**src/rtl/slr_pkg.sv**
```systemverilog
package slr_pkg;

  // Generator word and multiplier widths.
  localparam int VAL_W  = 31;
  localparam int MULT_W = 15;
  localparam int PROD_W = VAL_W + MULT_W;

  // Minimal-standard Lehmer constants.
  localparam logic [MULT_W-1:0] LEHMER_MULT = 15'd16807;
  localparam logic [VAL_W-1:0]  LEHMER_MOD  = 31'h7FFF_FFFF;

  // Steps run before the table starts to take values during a reseed.
  localparam int WARMUP_EXTRA = 8;

  // Sequencer states.
  typedef enum logic [2:0] {
    ST_IDLE,
    ST_SEED_MUL,
    ST_SEED_RED,
    ST_SEED_IDX,
    ST_DRAW_MUL,
    ST_DRAW_RES
  } slr_state_t;

endpackage

```
**src/rtl/slr_lehmer_unit.sv**
```systemverilog
module slr_lehmer_unit (
  input  logic                     clk,
  input  logic                     en,
  input  logic [slr_pkg::VAL_W-1:0] x,
  output logic [slr_pkg::VAL_W-1:0] y
);
  import slr_pkg::*;

  logic [PROD_W-1:0] prod;
  logic [VAL_W:0]    fold;

  // Multiply by the constant and register the product.
  always_ff @(posedge clk) begin
    if (en) begin
      prod <= PROD_W'(x) * PROD_W'(LEHMER_MULT);
    end
  end

  // Then fold the product's high part back in, since 2^31 is 1 modulo 2^31-1.
  // The folded sum stays below twice the modulus, so one subtract finishes it.
  assign fold = (VAL_W + 1)'(prod[VAL_W-1:0]) + (VAL_W + 1)'(prod[PROD_W-1:VAL_W]);

  always_comb begin
    if (fold >= (VAL_W + 1)'(LEHMER_MOD)) begin
      y = VAL_W'(fold - (VAL_W + 1)'(LEHMER_MOD));
    end else begin
      y = VAL_W'(fold);
    end
  end

endmodule

```
**src/rtl/shuffled_lehmer_random_top.sv**
```systemverilog
// Shuffled minimal-standard random generator: a Lehmer generator
// (x = 16807 * x mod 2^31-1) feeds a table of TABLE_ENTRIES values held in an
// on-chip memory, and each beat on the input draws one shuffled value between
// 1 and 2^31-2 on the output. Divide a draw by 2^31-1 for a uniform fraction.
// An input beat with reseed set, or the first beat after reset, reloads the
// generator from the seed register (0 and 2^31-1 are taken as 1), runs
// TABLE_ENTRIES + 8 warm-up steps and refills the table before drawing.
// A normal draw runs through the shared multiply-and-fold unit that advances
// the generator, then waits until the output register is free; a new beat
// is taken only once the previous draw has gone to the output register. A
// reseeding draw first steps the generator through that same unit for each
// warm-up step. The seed register may be written only while no draw is in
// progress.
module shuffled_lehmer_random_top #(
  parameter int TABLE_ENTRIES = 32
) (
  input  logic        clk,
  input  logic        rst,
  // Seed register write port.
  input  logic        cfg_wr_en,
  input  logic [30:0] cfg_wr_data,
  // Input stream; tdata bit 0: reseed, bits 7:1: zero.
  input  logic        s_axis_tvalid,
  output logic        s_axis_tready,
  input  logic [7:0]  s_axis_tdata,
  // Output stream; tdata bits 30:0: draw, bit 31: zero.
  output logic        m_axis_tvalid,
  input  logic        m_axis_tready,
  output logic [31:0] m_axis_tdata
);
  import slr_pkg::*;

  localparam int IDX_W = (TABLE_ENTRIES > 1) ? $clog2(TABLE_ENTRIES) : 1;
  localparam int PW    = VAL_W + IDX_W;
  localparam int THR_W = IDX_W + 8;
  localparam int CNT_W = $clog2(TABLE_ENTRIES + WARMUP_EXTRA + 1);

  slr_state_t state, state_next;

  logic [VAL_W-1:0] seed_value;
  logic [VAL_W-1:0] seed_fixed;
  logic             seeded;
  logic [VAL_W-1:0] lehmer;
  logic [VAL_W-1:0] lehmer_step;
  logic [CNT_W-1:0] cnt;
  logic [PW-1:0]    last_prod;
  logic [IDX_W-1:0] rd_idx;
  logic [VAL_W-1:0] rd_data;
  logic [VAL_W-1:0] tbl [TABLE_ENTRIES];
  logic             out_valid;
  logic [VAL_W-1:0] out_data;

  logic             in_fire;
  logic             need_seed;
  logic             out_free;
  logic             mul_en;
  logic             rd_en;
  logic             wr_en;
  logic [IDX_W-1:0] wr_addr;
  logic             draw_done;

  logic [IDX_W-1:0] idx_est;
  logic [VAL_W-1:0] idx_rem;
  logic [THR_W-1:0] idx_thr;
  logic [IDX_W-1:0] idx_calc;

  assign in_fire   = s_axis_tvalid & s_axis_tready;
  assign need_seed = s_axis_tdata[0] | ~seeded;
  assign out_free  = ~out_valid | m_axis_tready;

  assign s_axis_tready = (state == ST_IDLE);
  assign m_axis_tvalid = out_valid;
  assign m_axis_tdata  = {1'b0, out_data};

  // A seed of zero or of the modulus would lock the generator, so use 1.
  assign seed_fixed = (seed_value == '0 || seed_value == LEHMER_MOD) ? VAL_W'(1) : seed_value;

  // Shuffle index floor(T * last / (2^31 - 2 + T)). Dividing by 2^31 instead
  // gives the index or one more; the remainder test removes the excess.
  assign idx_est  = last_prod[PW-1:VAL_W];
  assign idx_rem  = last_prod[VAL_W-1:0];
  assign idx_thr  = THR_W'(idx_est) * THR_W'(TABLE_ENTRIES - 2);
  assign idx_calc = idx_est - IDX_W'(idx_rem < VAL_W'(idx_thr));

  slr_lehmer_unit u_lehmer (
    .clk (clk),
    .en  (mul_en),
    .x   (lehmer),
    .y   (lehmer_step)
  );

  // Next state.
  always_comb begin
    state_next = state;
    unique case (state)
      ST_IDLE: begin
        if (in_fire) begin
          state_next = need_seed ? ST_SEED_MUL : ST_DRAW_RES;
        end
      end
      ST_SEED_MUL: state_next = ST_SEED_RED;
      ST_SEED_RED: begin
        state_next = (cnt == CNT_W'(1)) ? ST_SEED_IDX : ST_SEED_MUL;
      end
      ST_SEED_IDX: state_next = ST_DRAW_MUL;
      ST_DRAW_MUL: state_next = ST_DRAW_RES;
      ST_DRAW_RES: begin
        if (out_free) begin
          state_next = ST_IDLE;
        end
      end
      default: state_next = ST_IDLE;
    endcase
  end

  // Control outputs of the sequencer.
  always_comb begin
    mul_en    = 1'b0;
    rd_en     = 1'b0;
    wr_en     = 1'b0;
    wr_addr   = rd_idx;
    draw_done = 1'b0;
    unique case (state)
      ST_IDLE: begin
        if (in_fire && !need_seed) begin
          mul_en = 1'b1;
          rd_en  = 1'b1;
        end
      end
      ST_SEED_MUL: mul_en = 1'b1;
      ST_SEED_RED: begin
        // The last TABLE_ENTRIES warm-up values fill the table from the top.
        wr_en   = (cnt <= CNT_W'(TABLE_ENTRIES));
        wr_addr = IDX_W'(cnt - CNT_W'(1));
      end
      ST_SEED_IDX: begin
      end
      ST_DRAW_MUL: begin
        mul_en = 1'b1;
        rd_en  = 1'b1;
      end
      ST_DRAW_RES: begin
        if (out_free) begin
          wr_en     = 1'b1;
          draw_done = 1'b1;
        end
      end
      default: begin
      end
    endcase
  end

  // State register.
  always_ff @(posedge clk) begin
    if (rst) begin
      state <= ST_IDLE;
    end else begin
      state <= state_next;
    end
  end

  // Seed register and seeded flag.
  always_ff @(posedge clk) begin
    if (rst) begin
      seed_value <= VAL_W'(1);
      seeded     <= 1'b0;
    end else begin
      if (cfg_wr_en) begin
        seed_value <= cfg_wr_data;
      end
      if (state == ST_SEED_IDX) begin
        seeded <= 1'b1;
      end
    end
  end

  // Generator value, warm-up counter and index source.
  always_ff @(posedge clk) begin
    if (in_fire && need_seed) begin
      lehmer <= seed_fixed;
      cnt    <= CNT_W'(TABLE_ENTRIES + WARMUP_EXTRA);
    end
    if (state == ST_SEED_RED) begin
      lehmer <= lehmer_step;
      cnt    <= cnt - CNT_W'(1);
    end
    if (draw_done) begin
      lehmer <= lehmer_step;
    end
    // After warm-up the last value is the one in entry 0.
    if (state == ST_SEED_IDX) begin
      last_prod <= PW'(lehmer) * PW'(TABLE_ENTRIES);
    end else if (draw_done) begin
      last_prod <= PW'(rd_data) * PW'(TABLE_ENTRIES);
    end
    if (rd_en) begin
      rd_idx <= idx_calc;
    end
  end

  // Shuffle table memory. No write shares a cycle with a read, and every write
  // lands before the next read of the same entry, so no forwarding is needed.
  always_ff @(posedge clk) begin
    if (wr_en) begin
      tbl[wr_addr] <= lehmer_step;
    end
    if (rd_en) begin
      rd_data <= tbl[idx_calc];
    end
  end

  // Output register.
  always_ff @(posedge clk) begin
    if (rst) begin
      out_valid <= 1'b0;
    end else if (draw_done) begin
      out_valid <= 1'b1;
    end else if (m_axis_tready) begin
      out_valid <= 1'b0;
    end
  end

  always_ff @(posedge clk) begin
    if (draw_done) begin
      out_data <= rd_data;
    end
  end

endmodule

```
**config.mk**
```make
export PLATFORM = sky130hd
export DESIGN_NAME = shuffled_lehmer_random_top
export DESIGN_NICKNAME = d
export VERILOG_FILES = /design/src/rtl/slr_pkg.sv /design/src/rtl/slr_lehmer_unit.sv /design/src/rtl/shuffled_lehmer_random_top.sv
export SDC_FILE = /design/constraint.sdc
export NUM_CORES = 2
export LEC_CHECK = 0
export BUFFER_PORTS_ARGS = -buffer_cell sky130_fd_sc_hd__clkbuf_2
export CAP_MARGIN = 20
export CORE_ASPECT_RATIO = 1.4
export CORE_MARGIN = 2
export CORE_UTILIZATION = 30
export CTS_CLUSTER_DIAMETER = 200
export DETAILED_ROUTE_END_ITERATION = 8
export GPL_TIMING_DRIVEN = 0
export HOLD_SLACK_MARGIN = 0.03
export PLACE_DENSITY_LB_ADDON = 0.1
export SETUP_SLACK_MARGIN = 0.4
export SYNTH_ARGS = -nofsm -noshare
export SYNTH_HDL_FRONTEND = slang
export SYNTH_SLANG_ARGS = --single-unit
```
**constraint.sdc**
```tcl
create_clock -name clk -period 11.9 [get_ports clk]
set_input_delay 1.785 -clock clk [delete_from_list [all_inputs] [get_ports clk]]
set_output_delay 1.785 -clock clk [all_outputs]
set_load 0.005 [all_outputs]
```
[After elaboration in Yosys (flattened, before gate mapping)]
Memories as Yosys holds them, arrays and structs flattened. A register that Yosys moved wholly into a read port is not among the register bits.
Cells that the tools add are included.
Storage, ports and cells
  input bits: 44
  memory bits (writable): 992
  memories: 1
  logic and storage cells: 71
  flip-flop bits (word level): 186
  output and inout port bits: 34
Operators by class
  multipliers: 2
  bitwise operators: 5
  equal/unequal tests: 9
  reduce and logical (&&, ||, !) cells: 12
  magnitude comparators: 3
  multiplexer cells: 25
  $add $sub $neg: 4
Memories
  tbl: depth 32, bits a word 31, rd ports 1, clocked after memory_dff 1, write ports 1, RTL line shuffled_lehmer_random_top.sv:49  | logic [VAL_W-1:0] tbl [TABLE_ENTRIES];
Operators by type and width (count)
  $mux 31: 5
  $mux 36: 2
  $mul 31x15->46 const B: 1
  $add 31x15->32: 1
  $ge 32x31->1 const B: 1
  $eq 31x31->1 const B: 1
  $logic_not 31->1: 1
  $lt 31x10->1: 1
  $sub 31x31->31 const B: 1
  $pmux 3 s6: 1
  $mux 6: 2
  $mul 5x4->9 const B: 1
  $mux 3: 3
  $mux 1: 7
  $eq 3x2->1 const B: 2
  $eq 3x3->1 const B: 2
  $eq 6x1->1 const B: 1
  $le 6x6->1 const B: 1
  $pmux 1 s2: 3
  $reduce_bool 2->1: 3
  $sub 6x1->6 const B: 1
  $mux 5: 1
  $sub 5x1->5: 1
  $eq 3x1->1 const B: 1
  13 further kinds: 16

[Depth between registers and ports, before layout]
  depth in word-level cells: 6
  gate-level depth with buffers: 24
  depth with buffers taken out: 23

[Cells and area by module]
Synthesis repeated with hierarchy kept, for this count alone.
Second synthesis, totals
  cells, all modules: 3236
  area, all modules: 55249.2 um2
Modules (own cells, without submodules)
  shuffled_lehmer_random_top: cells each 2070, seq. area each 34563.1 um2, times used 1, area an instance 44363.8 um2
  slr_lehmer_unit: cells each 1166, seq. area each 1381.3 um2, times used 1, area an instance 10885.4 um2

[Worst setup path after synthesis]
OpenSTA, ideal clock, no wires.
  path type: register to register
  start: register last_prod[33]
  end: register rd_data[24] (read register of tbl) (data pin)
  period minus slack after synthesis: 6.128 ns
  setup slack: 5.772 ns
  setup time: 0.253 ns
  arrival time: 5.875 ns
  stages on the path, launching flop included: 23
  cells stage by stage: edfxtp_1 inv_1 fa_1 fa_1 inv_1 ha_1 xor2_1 ha_1 and4b_1 o21a_1 o21ai_0 nand2b_1 a21oi_1 nor3b_1 nor3_1 ha_1 clkbuf_1 buf_1 clkbuf_1 mux4_2 mux4_2 nand2_1 nand2_1
Between the ends
  word-level cells in the longest chain between the ends: 3
RTL lines
  from (decl): RTL line shuffled_lehmer_random_top.sv:46  | logic [PW-1:0] last_prod;
  from (signal assigned): RTL line shuffled_lehmer_random_top.sv:192  | last_prod <= PW'(lehmer) * PW'(TABLE_ENTRIES);
  from (signal assigned): RTL line shuffled_lehmer_random_top.sv:194  | last_prod <= PW'(rd_data) * PW'(TABLE_ENTRIES);
  $mul 5x4->9: RTL line shuffled_lehmer_random_top.sv:82  | assign idx_thr = THR_W'(idx_est) * THR_W'(TABLE_ENTRIES - 2);
  $lt 31x10->1: RTL line shuffled_lehmer_random_top.sv:83  | assign idx_calc = idx_est - IDX_W'(idx_rem < VAL_W'(idx_thr));
  $sub 5x1->5 (*): RTL line shuffled_lehmer_random_top.sv:83
  to (decl): RTL line shuffled_lehmer_random_top.sv:48  | logic [VAL_W-1:0] rd_data;
Mark *: on every way between the ends. The rest lies on a longest branch, timed or not.
A chain may end at the register's enable or synchronous reset.

[Worst setup path in the final report]
  start: register last_prod[32]
  end: register rd_data[24] (read register of tbl) (data pin)
Between the ends
  word-level cells in the longest chain between the ends: 3
RTL lines
  $mul 5x4->9: RTL line shuffled_lehmer_random_top.sv:82
  $lt 31x10->1: RTL line shuffled_lehmer_random_top.sv:83
  $sub 5x1->5 (*): RTL line shuffled_lehmer_random_top.sv:83
  net idx_calc[1]: RTL line shuffled_lehmer_random_top.sv:65  | logic [IDX_W-1:0] idx_calc;
The timed path passes the listed nets; every way through them passes the cells marked *.

==> results.yml <==
sta:
  worst_slew_pin_slew_ns: 1.19
  fmax_mhz: 108
  rsz0062_at_grt: "no"
  hold_violations: 0
  setup-violations-final: 0
  clock_skew_ns: 0.0445
  slew_headroom_pct: 20.4
  fin_crit_sh_pct: 77.6
  slew_viol_final: 0
  finalCriticalPeriod_ns: 9.23
  tns_ns: 0
synthesis:
  synth_seq_cells: 1209
  async_flop_share_pct: 0
  synth_area_leaders: "edfxtp_1, mux4_2, ha_1"
  ys.flop_type: "edfxtp_1"
  synthDistinctLibCells: 87
  yosys.area.top_type_share_pct: 63.4
  yosys_warnings: 0
  yosysTopAreaCell: "edfxtp_1"
  synth_seq_area_share_pct: 64.7
  netlist_instances: 3180
  synth_nets: 3594
  netlist_area_um2: 55500
  syn_avg_cell_area_um2: 17.5
  synth-edff-count: 1173
setup_path:
  cp.arrival_ns: 9.67
  endpoint: "rd_data[24]"
  worstSetupPathType: "reg -> reg"
  path_cells: "inv_1 > fa_1 > fa_1 > inv_1 > ha_1 > a21oi_1 > o21bai_1 > a21o_1 > a21oi_1 > xor2_1 > ha_1 > nor4_1 > nand4_1 > nor3_1 > ha_1 > xor2_1 > clkbuf_1 > clkbuf_1 > mux4_2 > mux4_2 > nand2_1 > nand2_1"
  cp.required_ns: 12.34
  start_kind: "flip-flop"
  reg2reg_to: "rd_data[24]"
  cp_max_fo: 10
  critPathLaunch: "last_prod[32]"
  r2r_start: "last_prod[32]"
  crit_path_max_incr_delay_ns: 0.84
  crit_slowest_cell: "xor2_1"
  r2r_slack_ns: 2.67
  reg2reg_depth: 22
  crit_top_cell: "ha_1"
  worstSetupEndpointType: "flip-flop"
routing:
  ant_nets: 0
  via_per_inst: 4.89
  wl_met3_um: 5520
  first_iter_violations: 1999
  wl_um: 174000
  dr.pass1.iters: 5
  wl_met1_um: 65600
  wl_met2_um: 96900
  post_drt_wl_per_cell_um: 29.0
  num_vias: 29427
  highest_layer: "met4"
  drc: 0
layout:
  fill_cells: 17318
  multi_input_area_um2: 18600
  drive_above_1_share_pct: 21.3
  area_growth_syn_to_layout_pct: 17.4
  fin_nets: 3885
  instances_no_fill: 6018
  seqCellArea_um2: 35900
clocking:
  holdBufCountCts: 0
  clk_pin_slew_ns: 0.06
  cts_resized: 0
  cts_tree: "yes"
  numCtsBuffers: 120
  cts.htree.levels: 3
  clock_latency_ns: 0.78
  cts.sinks: 1209
  cts_root_buf: "clkbuf_16"
  cts_setup_buffers: 0
  clockBufferDepth: 3
floorplan:
  std_cell_rows: 186
  die_w_um: 368
  core_um2: 184000
  fp.dieH_um: 513
  initial_core_util_pct: 30.2
  die_area_um2: 189000
  ios: 78
outcome:
  status: "finished, final reports clean"
global_routing:
  grt.total_usage_pct: 18.6
  antenna_found_initial: 4
  grt_overflow: 0
  grt_pass1_wl_um: 245000
  first_global_vias: 31492
  grt_start_max_net_pins: 34
placement:
  gp_congestion: 0.885
  hpwl_um: 131000
  port_buffers: 67
  place_inst: 5789
pwr:
  p_per_area_nw_per_um2: 305
  leakagePower_uw: 0.0225
  peakVddDrop_mv: 0.295
worst_hold_path:
  hold_path_class: "reg -> reg"
flow_run:
  max_cap_viol_count: 0
cells by family (layout without fill, tap and decap cells):
family	after synthesis	in the layout	share of synthesized area [%]
compound gates	286	286	3.56
xor+xnor	85	85	1.37
fa+ha+maj	370	370	10.2
buf+inv	383	776	2.64
flops	1209	1209	64.7
mux	348	348	13.3
other cells	1	2	0.00675
simple gates	498	498	4.20
worst max-delay path, delay by kind of cell (launching register included):
family / cells / cell delay [ns]
flip-flops: 1 / 0.55
AO/OA/AOI/OAI: 4 / 0.62
AND/OR/NAND/NOR: 5 / 2.05
XOR/XNOR: 2 / 0.96
adder cells (fa/ha/maj): 5 / 1.84
multiplexers: 2 / 1.03
buffers and inverters: 4 / 1.80
registers in the layout, indices dropped and copies added (netlist names):
| signal | cells |
|---|---|
| out_data | 31 |
| seed_value | 31 |
| rd_idx | 5 |
| cnt | 6 |
| tbl | 992 |
| state | 3 |
| u_lehmer.prod | 46 |
| lehmer | 31 |
| last_prod | 31 |
| seeded | 1 |
| m_axis_tvalid | 1 |
| rd_data | 31 |
cell usage in the layout (no fill, tap or decap), drive strengths merged, types with 55 or more instances in the layout:
cell type / n
fa: 141
nor2: 127
clkbuf: 292
buf: 137
inv: 270
ha: 229
a21oi: 70
o21ai: 66
xnor2: 55
nand2: 191
mux4: 309
edfxtp: 1173
clkinv: 55
layer usage:
metal,GRT usage (%),vias to the layer above
li1,-,12897
met3,2.02,208
met1,20.9,15702
met4,6.99,0
met2,35.5,620
met5,0,-
worst min path at each step:
stage	from	endpoint	slack [ns]	depth (start not counted)
3_3_place_gp	seeded	seeded	0.44	2
4_1_cts	seeded	seeded	0.45	2
5_1_grt	seeded	seeded	0.51	2
6_report	seeded	seeded	0.46	2
2_1_floorplan	rd_data[0]	out_data[0]	0.42	0
3_5_place_dp	seeded	seeded	0.44	2
report_power, final:
| part | internal, uW | switching [uW] |
|---|---|---|
| registers | 6300 | 233 |
| logic | 3360 | 6130 |
| clock network | 2140 | 1710 |
per-stage QoR:
step                      setup slack, ns  total power [uW]  instance area (um2)  hold WS (ns)  util [%]
after floorplan                      5.77             12400                55500         0.420         -
after global placement               1.99             15800                58900         0.437      32.1
after detailed placement             2.15             16100                61200         0.445      33.3
after CTS                            2.15             20200                65100         0.455      35.4
after global routing                 2.14             21200                65200         0.507      35.5
final                                2.67             19900                65200         0.457      35.5
cell usage after synthesis, types with 23 or more instances:
| master | count |
|---|---|
| nand2_1 | 191 |
| ha_1 | 229 |
| nor3_1 | 23 |
| buf_1 | 27 |
| a21oi_1 | 69 |
| o21ai_0 | 55 |
| edfxtp_1 | 1173 |
| nand4_1 | 26 |
| a21o_1 | 32 |
| xnor2_1 | 55 |
| fa_1 | 141 |
| dfxtp_1 | 36 |
| clkbuf_1 | 81 |
| mux2i_1 | 32 |
| inv_1 | 265 |
| mux4_2 | 309 |
| nor2_1 | 127 |
| xor2_1 | 28 |
| nand3_1 | 30 |
area by class of cell:
cell class / count / share of cell area, %
multi-input cells: 1588 / 28.5
repair buffers: 169 / 3.40
flip-flops and latches: 1209 / 55.2
diodes: 1 / 0.00384
clock buffers: 142 / 4.80
clock inverters: 82 / 1.18
plain buffers: 118 / 0.724
inverters: 265 / 1.53
well taps: 2444 / 4.69
No activity file was read; power rests on OpenSTA's default activity.
